$ cat src/rtl/core/tcc_pkg.sv
// ----------------------------------------------------------------------------
// tcc_pkg: shared types and constants of the triangle circumcircle unit
// Word formats, pipeline widths and the per-stage struct of the chain.
// ----------------------------------------------------------------------------
package tcc_pkg;

  localparam int unsigned CoordBitsDef = 16;
  localparam int unsigned FracBitsDef  = 8;
  localparam int unsigned InW          = 16;
  localparam int unsigned OutW         = 32;

  // quotient bits kept by the divider chain; offsets cap at 2^48
  localparam int unsigned QuotBits = 50;
  localparam int unsigned OfsCapLg = 48;
  // numerator magnitude: |num| < 2^(3*(c+1)+2), shifted by frac, plus half
  localparam int unsigned NumW     = 3 * 25 + 2 + 16 + 2;
  localparam int unsigned DetW     = 2 * 25 + 2;
  localparam int unsigned RemW     = DetW + 2;

  typedef struct packed {
    logic signed [InW-1:0] ax;
    logic signed [InW-1:0] ay;
    logic signed [InW-1:0] bx;
    logic signed [InW-1:0] by;
    logic signed [InW-1:0] cx;
    logic signed [InW-1:0] cy;
  } tri_in_t;

  typedef struct packed {
    logic signed [OutW-1:0] center_x;
    logic signed [OutW-1:0] center_y;
    logic        [OutW-1:0] radius;
    logic                   degenerate;
    logic                   saturated;
  } tri_out_t;

  // one word in flight through the divider chain
  typedef struct packed {
    logic              vld;
    logic              degen;
    logic [InW+1-1:0]  ax;      // sign-extended coordinates kept wide enough
    logic [InW+1-1:0]  ay;
    logic [RemW-1:0]   dvs;     // 2*|det|
    logic [NumW-1:0]   nx;      // numerator magnitudes, shifted in from msb
    logic [NumW-1:0]   ny;
    logic [RemW-1:0]   rx;      // partial remainders
    logic [RemW-1:0]   ry;
    logic [QuotBits:0] qx;      // msb collects overflow beyond the kept bits
    logic [QuotBits:0] qy;
    logic              sx;      // result signs
    logic              sy;
  } div_word_t;

endpackage

$ cat src/rtl/core/tcc_div_cell.sv
// ----------------------------------------------------------------------------
// tcc_div_cell: one restoring-division step for both offsets
// Shifts one numerator bit into each remainder and subtracts the divisor when it fits.
// ----------------------------------------------------------------------------
module tcc_div_cell import tcc_pkg::*; (
  input  logic      clk_i,
  input  logic      rst_ni,
  input  div_word_t word_i,
  output div_word_t word_o
);

  div_word_t     word_d, word_q;
  logic          vld_q;
  logic [RemW:0] tx, ty;
  logic          gx, gy;

  always_comb begin
    word_d = word_i;
    tx = {word_i.rx, word_i.nx[NumW-1]};
    ty = {word_i.ry, word_i.ny[NumW-1]};
    gx = (tx >= {1'b0, word_i.dvs}) && (word_i.dvs != '0);
    gy = (ty >= {1'b0, word_i.dvs}) && (word_i.dvs != '0);
    word_d.nx = {word_i.nx[NumW-2:0], 1'b0};
    word_d.ny = {word_i.ny[NumW-2:0], 1'b0};
    word_d.rx = gx ? RemW'(tx - {1'b0, word_i.dvs}) : tx[RemW-1:0];
    word_d.ry = gy ? RemW'(ty - {1'b0, word_i.dvs}) : ty[RemW-1:0];
    // sticky overflow in the top quotient bit
    word_d.qx = {word_i.qx[QuotBits] | word_i.qx[QuotBits-1], word_i.qx[QuotBits-2:0], gx};
    word_d.qy = {word_i.qy[QuotBits] | word_i.qy[QuotBits-1], word_i.qy[QuotBits-2:0], gy};
  end

  always_ff @(posedge clk_i or negedge rst_ni) begin
    if (!rst_ni) begin
      vld_q <= 1'b0;
    end else begin
      vld_q <= word_d.vld;
    end
  end

  always_ff @(posedge clk_i) begin
    word_q <= word_d;
  end

  // valid comes from the reset flop, payload from the plain one
  always_comb begin
    word_o     = word_q;
    word_o.vld = vld_q;
  end

endmodule

$ cat config.mk
export PLATFORM = sky130hd
export DESIGN_NAME = tcc_div_cell
export DESIGN_NICKNAME = d
export VERILOG_FILES = /design/src/rtl/core/tcc_pkg.sv /design/src/rtl/core/tcc_div_cell.sv
export SDC_FILE = /design/constraint.sdc
export NUM_CORES = 1
export LEC_CHECK = 0
export BUFFER_PORTS_ARGS = -buffer_cell sky130_fd_sc_hd__clkbuf_2
export CAP_MARGIN = 30
export CELL_PAD_IN_SITES_DETAIL_PLACEMENT = 0
export CELL_PAD_IN_SITES_GLOBAL_PLACEMENT = 2
export CORE_AREA = 2 2 379 381
export CTS_CLUSTER_SIZE = 16
export DETAILED_ROUTE_END_ITERATION = 8
export DIE_AREA = 0 0 381 383
export PLACE_DENSITY_LB_ADDON = 0.1
export SETUP_SLACK_MARGIN = 0.15
export SLEW_MARGIN = 10
export SYNTH_ARGS = -nofsm -noshare
export SYNTH_HDL_FRONTEND = slang
export SYNTH_SLANG_ARGS = --single-unit
$ cat constraint.sdc
create_clock -name clk_i -period 1.51 [get_ports clk_i]
set_clock_uncertainty 0.05 [all_clocks]
set_input_delay 0.0755 -clock clk_i [delete_from_list [all_inputs] [get_ports clk_i]]
set_output_delay 0.0755 -clock clk_i [all_outputs]
set_load 0.01 [all_outputs]
-- Word-level counts from Yosys, hierarchy flattened
Cells that the tools add are included.
- input port bits: 494
- memories kept: 0
- latch bits: 0
- bits in registers: 490
- RAM bits: 0
- word-level logic and storage cells: 24
- output and inout bits: 492
- ROM bits: 0
- equality and inequality tests: 0
- multiply operators: 0
- add/sub/neg operators: 2
- div/mod/pow operators: 0
- bitwise logic cells: 2
- order comparisons: 2
- reductions and logical operators: 3
- shifts and indexed selects: 0
- muxes and demuxes: 2
- operators by type and width (kind ; number):
    55-bit by 54-bit greater-or-equal comparator with 1-bit output ; 2
    54-bit 2-to-1 mux ; 2
    54-bit subtractor ; 2
    54-bit nonzero test ; 1
    1-bit logical AND ; 2
    1-bit OR ; 2

-- Logic depth before layout (Yosys ltp)
Gate-level depths: netlist of the first run.
- depth after elaboration: 3
- mapped depth: 15
- mapped depth without buffers: 14

-- Worst setup path before layout of the first run
No wires, ideal clock.
- path type: input port to flip-flop
- start: in word_i[306] (netlist name)
- end: reg word_q, in the netlist word_o[152]
- path slack: -1.614 ns
- stages: 14
- data arrival time: 2.951 ns
- data required time: 1.337 ns
- cell sequence: inv_1 ha_1 inv_1 fa_1 a211oi_1 o211ai_1 a31oi_2 nor3_1 or4_1 a21oi_2 o211ai_1 a311oi_2 and3b_1 o41ai_1
- RTL lines (element ; RTL line ; text):
    from (decl) ; tcc_div_cell.sv:8 ; input div_word_t word_i,
    to (signal assigned) ; tcc_div_cell.sv:41 ; word_q <= word_d;
    to (decl) ; tcc_div_cell.sv:12 ; div_word_t word_d, word_q;

==> impl_results.md, run 1 <==
* Avg WL per Cell at 29.2 microns
* FP Rows at 139
* Die area at about 0.15 sq mm
* Setup violators final at between 100 and 150
* Post-synth ARST share at 0.204%
* Core Util, Final at between 20% and 30%
* Synth top area share at between 50% and 60%
* Slew of the pin with the lowest slew margin at approximately 0.68 ns
* Kind of critical path: in -> reg
* Signal arrival time at the worst endpoint at 3.41 ns
* CTS clk-pin slew, worst paths at 0.06 ns
* Global Route met3 Usage at ~8.2%
* Min Clock Period, post-route at roughly 2.9 ns
* Ranking of synthesized cells by area: dfxtp_1 55%, ha_1 7.7%, a21oi_1 3.6%
* Mapped cell area at between 0.015 and 0.02 sq mm
* Top_reg_cell synth: dfxtp_1
* # DRC at 0
* Critical path launch point: word_i[124]
* First-pass GRT wire length at between 200,000 and 250,000 microns
* Req. time, crit path at between 2 and 2.5 ns
* Routed Antenna Nets at 0
* Final setup margin at -1.37 ns
* Routed via count at 22,074
* Clock Tree Buf Depth at 3
* Yosys warning count at 0
* Total Nets Final at 4,505
* Fillers at 15,361
* Vias in the first global route at 23,654
* IO Pins at 986
* M2 GR Usage at roughly two fifths
* Status: finished with violations
* Die Ht at approximately 380 microns
* Final WL at 172,000 microns
* Max_cap viols at 0
* Area grow syn2layout at 135%
* Startpoint Class: input port
* Distinct cells, synth at 72
* Power after layout at 46.3 mW
* Initial antenna violation count at 86
* VDD IR max at 921 uV
* Synthesized flop and latch total at 490
* Detailed-placement wirelength estimate at approximately 150,000 microns
* Final Hold Vio Count at 5
* CTS Sinks at 490
* H-tree depth at 3
* Critical Path End Type: flip-flop
* Cell count after synthesis at ~1,700
* Global routing's busiest layer: met2
* FMAX at ~350 MHz
* Static Leakage at between 15 and 20 nW
* Seq/Total Area, Yosys at 55.6%
* Starting density of the core at 12.4%
* GRT met1 Usage at 26.0%
* Layout cells sized above 1 at roughly half
* Post-Syn Area per Cell at roughly 11 sq um
* Multi-input gate area at roughly 0.0086 sq mm
* Core ar. at 0.142 sq mm
* Aggregate global routing overflow at 0
* Violated checks: hold timing, setup timing
* Largest net degree at the start of global routing at 27
* Top cell type by total area after synthesis: dfxtp_1
* Max-slew violations at 0
* Root Driver: clkbuf_16
* Fin Hold WS at -0.342 ns
* Num CTS Buffers at 71
* TritonRoute pass-1 iters at 4
* RD Place Congestion at around 0.96
* First DRT Iteration DRCs at 847
* Drt via density at 3.75
* End point of the critical path: word_o[145]
* EDFF count, synth at 0
* Reg area at 0.00998 sq mm
* Rel. slew slack at 54.2%
* PortBufs at 983
* TritonCTS clock tree: done
* Hold WC Path Type: in -> reg
* RSZ-0062 raised after global routing: true
* Gr usage total at 22.8%
* Pwr dens at 1120 mW/mm^2
* DIE WIDTH at roughly 380 microns
* Period Utilization, post-route at 191%
* Crit Path Max Fanout at 5
worst max-delay path, stage by stage:
cell	delay [ns]
clkbuf_2	0.08
dlygate4sd3_1	0.63
ha_4	0.29
buf_4	0.16
and3_1	0.22
and2_1	0.18
a221o_1	0.37
a221oi_4	0.39
nor4_4	0.10
o21ai_4	0.32
buf_12	0.18
buf_12	0.13
clkbuf_16	0.16
nand2_4	0.05
o21ai_4	0.06
cells in the final DEF (no fill, tap or decap), types with 11 or more instances in the layout:
| master | count |
|---|---|
| clkbuf_16 | 88 |
| inv_1 | 66 |
| o21ai_0 | 39 |
| nand2b_1 | 11 |
| o21bai_1 | 21 |
| bufinv_16 | 12 |
| xor2_1 | 44 |
| nand2_4 | 25 |
| buf_12 | 16 |
| o21a_1 | 13 |
| nand2_2 | 21 |
| a21oi_1 | 121 |
| o21ai_2 | 37 |
| xnor2_1 | 54 |
| clkbuf_4 | 15 |
| dfxtp_1 | 420 |
| ha_4 | 17 |
| clkbuf_8 | 93 |
| mux2_4 | 54 |
| nor2b_1 | 11 |
| nor2_1 | 53 |
| diode_2 | 21 |
| a21o_1 | 68 |
| nand2_1 | 78 |
| clkinv_2 | 12 |
| o21ai_1 | 20 |
| buf_8 | 17 |
| clkbuf_2 | 856 |
| buf_4 | 561 |
| nand4_1 | 31 |
| buf_6 | 18 |
| dfxtp_2 | 36 |
| nand3_1 | 24 |
| nor4_1 | 15 |
| ha_1 | 89 |
| dfxtp_4 | 33 |
| dlygate4sd3_1 | 632 |
cells in the mapped netlist (all sizes together) (11+ instances only):
cell and number:
dfxtp 489, a21oi 129, nand2 124, ha 108
o21ai 103, inv 79, a21o 68, mux2 58
nor2 56, xnor2 54, clkbuf 46, xor2 45
nand4 31, nand3 27, o21bai 25, nor4 20
o21a 15, buf 14, nor3 14, and3 12
nand2b 11, nor2b 11
power breakdown:
part,leakage [nW],switching (mW),internal (mW),total (mW)
sequential,4.15,0.649,14.2,14.8
combinational,14.4,6.30,6.43,12.7
clock,1.26,7.28,11.5,18.8
total,19.8,14.2,32.1,46.3
cells by family after synthesis:
kind of cell               share of synthesized area [%]
and+or+nand+nor                                     9.48
DFF                                                 55.6
other                                             0.0212
muxes                                               3.87
buffers and inverters                               3.27
xor gates and xnor gates                            4.91
AOI/OAI and AO/OA                                   15.0
adders and majority gates                           7.88
cell type report:
cell class,instances,share of cell area [%]
inverter,79,0.847
clock inverter,34,1.41
clock buffer,93,4.82
antenna,21,0.127
sequential,490,24.1
timing repair buffer,2229,42.2
tap,1903,5.74
multi-input combinational,1030,20.8
flip-flops by register name, indices dropped and copies added, names as in the netlist:
name / count
vld_q: 1
word_o: 489
worst min-delay path by stage:
stage                start          end  slack [ns]  depth (start not counted)
3_3_place_gp        rst_ni        vld_q       -0.20                          1
5_1_grt        word_i[401]  word_o[158]       -0.36                          3
2_1_floorplan       rst_ni        vld_q       -0.27                          0
6_report       word_i[401]  word_o[158]       -0.34                          3
3_5_place_dp        rst_ni        vld_q       -0.20                          1
4_1_cts        word_i[109]  word_o[110]       -0.42                          2
layer usage:
layer	part of all wire, %	vias to the layer above
met1	40	10727
met4	2.8	32
met2	49	736
li1	-	10347
met5	0.12	-
met3	8.1	232
timing repair:
action / 4_1_cts / 5_1_grt
gates resized for setup: 460 / 211
hold buffers: 629 / 12
endpoints found under the setup margin: 287 / 140
pin swaps: 45 / 91
endpoints found under the hold margin: 489 / 14
buffers inserted: 21 / 11
gates cloned: 8 / 8
per-stage QoR:
stage          hold slack [ns]  instances  TNS (ns)  instance area, sq um  setup slack, ns
4_1_cts                 -0.417       5836   -146.54                 40400            -1.43
5_1_grt                 -0.360       5867   -151.83                 41500            -1.45
6_report                -0.342       5879   -140.71                 41500            -1.37
3_5_place_dp            -0.198       5051   -215.60                 29300            -2.17
3_3_place_gp            -0.199       5051   -214.31                 29300            -2.16
2_1_floorplan           -0.270       1659   -131.26                 18000            -1.30
Note: power is estimated with default switching activity, not from simulation.
==> inputs of run 2 (changes only) <==
ABC_AREA = 1   (was not set)
CORE_AREA = 2 2 380 382   (was 2 2 379 381)
DIE_AREA = 0 0 382 384   (was 0 0 381 383)
==> impl_results.md, run 2 <==
* Status: finished with violations
* Violated checks: hold timing, setup timing
* Yosys warning count at 0 (unchanged)
* Min Clock Period, post-route at 1.79 ns (-1.09 ns)
* CTS clk-pin slew, worst paths at 0.06 ns (about the same)
* H-tree depth at 3 (unchanged)
* RD Place Congestion at 1.01 (+5.1%)
* Crit path top cell by count: nand2_2
* Vias in the first global route at 28,768 (+22%)
* Critical path launch point: word_i[424]
* Pwr dens at 972 mW/mm^2 (-13%)
* Hold Crit Endpoint: word_o[180]
* # DRC at 0 (unchanged)
* Post-Syn Area per Cell at 7.10 sq um (-33%)
* Req. time, crit path at 2.00 ns (-0.04 ns)
* Avg WL per Cell at 27.2 microns (-7.1%)
* Dpl ws at -1.32 ns (+0.844 ns)
* CP peak stage delay at 0.29 ns (-0.34 ns)
* Final setup margin at -0.280 ns (+1.09 ns)
* Aggregate global routing overflow at 0 (unchanged)
* Top delay family on crit path: buffers and inverters
* Routed Antenna Nets at 0 (unchanged)
* CP cell instances: clkbuf_16 -> clkinvlp_4 -> buf_6 -> ha_4 -> buf_6 -> nand2_1 -> nand2_2 -> inv_2 -> nand2_2 -> inv_2 -> nand2_2 -> nand3b_4 -> nand3_4 -> buf_12 -> nand2_8 -> nand2_8 -> buf_12 -> nand2_2 -> nand2_2
* Static Leakage at 24.8 nW (+25%)
* PortBufs at 983 (unchanged)
* Root Driver: clkbuf_16
* Setup violators final at 111 (+0.91%)
* Synthesized flop and latch total at 490 (unchanged)
* Clock Tree Buf Depth at 3 (unchanged)
* Area grow syn2layout at 119%
* Placed cell areas at 0.0345 sq mm (+18%)
* Detailed-placement wirelength estimate at 174,000 microns (+19%)
* Cell count after synthesis at 3,053 (+84%)
* Final Hold Vio Count at 3 (-2)
* Drt via density at 3.85 (+2.7%)
* Rel. slew slack at 62.9% (+8.7 points)
* Core Util, Final at 33.2% (+4.1 points)
* CTS Sinks at 490 (unchanged)
* Core ar. at 0.143 sq mm (+0.37%)
* Distinct cells, synth at 37 (-49%)
* EDFF count, synth at 0 (unchanged)
* Hold WC Path Type: in -> reg
* Signal arrival time at the worst endpoint at 2.28 ns (-1.13 ns)
* VDD IR max at 1080 uV (+17%)
* Design area at 0.0475 sq mm (+14%)
* Crit Path Max Fanout at 7 (+2)
* Ranking of synthesized cells by area: dfxtp_1 45%, nand2_1 21%, inv_1 9.1%
* Most common cell after layout, fill and taps aside: clkbuf_2
* RSZ-0062 raised after global routing: true
* Critical Path End Type: flip-flop
* Max-slew violations at 0 (unchanged)
* CP bufs+invs at 8 (+2)
* DIE WIDTH at 382 microns (+0.26%)
* Final Non-Filler Cells at 7,461 (+27%)
* FMAX at 559 MHz (+61%)
* Largest net degree at the start of global routing at 34 (+26%)
* Slew of the pin with the lowest slew margin at 0.552 ns (-0.126 ns)
* Commonest cells after routing, fill and taps aside: 940 x clkbuf_2, 916 x nand2_1, 691 x buf_4
* Final WL at 203,000 microns (+18%)
* Num CTS Buffers at 67 (-5.6%)
* Seq/Total Area, Yosys at 45.3% (-10 points)
* Top_reg_cell synth: dfxtp_1
* Placed instance count at 6,577 (+30%)
* Fin Hold WS at -0.373 ns (-0.0307 ns)
* Period Utilization, post-route at 119% (-72 points)
* Initial antenna violation count at 57 (-34%)
* Kind of critical path: in -> reg
* Layout cells sized above 1 at 45.4% (-6.0 points)
* IO Pins at 986 (unchanged)
* HP Start: word_i[179]
* Hold Path Stages at 3 (unchanged)
* Starting density of the core at 15.2% (+2.8 points)
* Gr usage total at 26.4% (+3.7 points)
* Top cell type by total area after synthesis: dfxtp_1
* TritonCTS clock tree: done
* Die Ht at 384 microns (+0.26%)
* Commonest cells in the netlist: 1,219 x nand2_1, 528 x inv_1, 489 x dfxtp_1, 192 x nand3_1, 166 x nor2_1
* First-pass GRT wire length at 259,000 microns (+16%)
* Total Nets Final at 6,083 (+35%)
* Routed via count at 28,762 (+30%)
* Startpoint Class: input port
* Most numerous cell in the Yosys netlist: nand2_1
* First DRT Iteration DRCs at 1,556 (+84%)
* CP max-delay cell: ha_4
* Mapped cell area at 0.0217 sq mm (+23%)
* Synth top area share at 45.2% (-10 points)
* Die area at 0.147 sq mm (+0.52%)
* Max reg flops at 489 (unchanged)
* Max_cap viols at 0 (unchanged)
* TritonRoute pass-1 iters at 5 (+1)
* FP Rows at 139 (unchanged)
* Post-synth ARST share at 0.204% (unchanged)
run 2: metrics by stage:
| stage | setup TNS, ns | power [mW] |
|---|---|---|
| 2_1_floorplan | -22.90 | 18.9 |
| 6_report | -24.01 | 46.1 |
| 5_1_grt | -29.37 | 48.2 |
| 3_3_place_gp | -176.89 | 26.4 |
| 3_5_place_dp | -131.83 | 26.3 |
| 4_1_cts | -21.58 | 45.6 |
run 2: final cells by class:
type	count	area, sq um
Fill cell	15743	95300
Antenna cell	28	70.1
Multi-Input combinational cell	1987	12500
Timing Repair Buffer	2384	18300
Sequential cell	490	9870
Tap cell	1903	2380
Clock buffer	94	1910
Inverter	549	2130
Clock inverter	26	343
run 2: repair_timing:
action | 4_1_cts | 5_1_grt
hold buffers | 621 | 12
setup buffers | 40 | 43
endpoints found under the setup margin | 268 | 235
endpoints found under the hold margin | 489 | 14
pin swaps | 33 | 125
gates cloned | 8 | 12
gates resized for setup | 289 | 549
run 2: metal layers:
metal / global-route usage [%] / share of wire (%) / vias to the layer above / routed length (microns)
li1: - / - / 14157 / -
met3: 11.0 / 10 / 202 / 20200
met1: 32.5 / 43 / 13429 / 86300
met4: 6.52 / 2.9 / 30 / 5900
met2: 42.5 / 44 / 944 / 90000
met5: 0 / 0.092 / - / 186
run 2: tightest hold or removal path, stage by stage:
cell	delay, ns
clkbuf_2	0.14
nand2_1	0.06
nand2_1	0.05
run 2: cell families (layout without fill, tap and decap cells):
family          count (synthesis)  after routing  synth area share [%]
simple gates                 1719           1720                  33.0
other cells                     1             30                0.0173
fa+ha+maj                     110            110                  6.42
buf+inv                       579           3053                  10.6
flops                         490            490                  45.3
xor+xnor                       48             48                  1.94
compound gates                106            107                  2.74
run 2: how the worst max path moves through the flow:
stage | end | cells after the start
final | word_o[210] | 19
after floorplan | word_o[134] | 14
after CTS | word_o[131] | 19
after global routing | word_o[121] | 19
after global placement | word_o[115] | 13
after detailed placement | word_o[143] | 15
run 2: power breakdown:
group | internal, mW | switching (mW) | leakage, nW
combinational | 6.74 | 8.07 | 19.5
clock | 9.89 | 6.84 | 1.10
sequential | 14.1 | 0.537 | 4.14
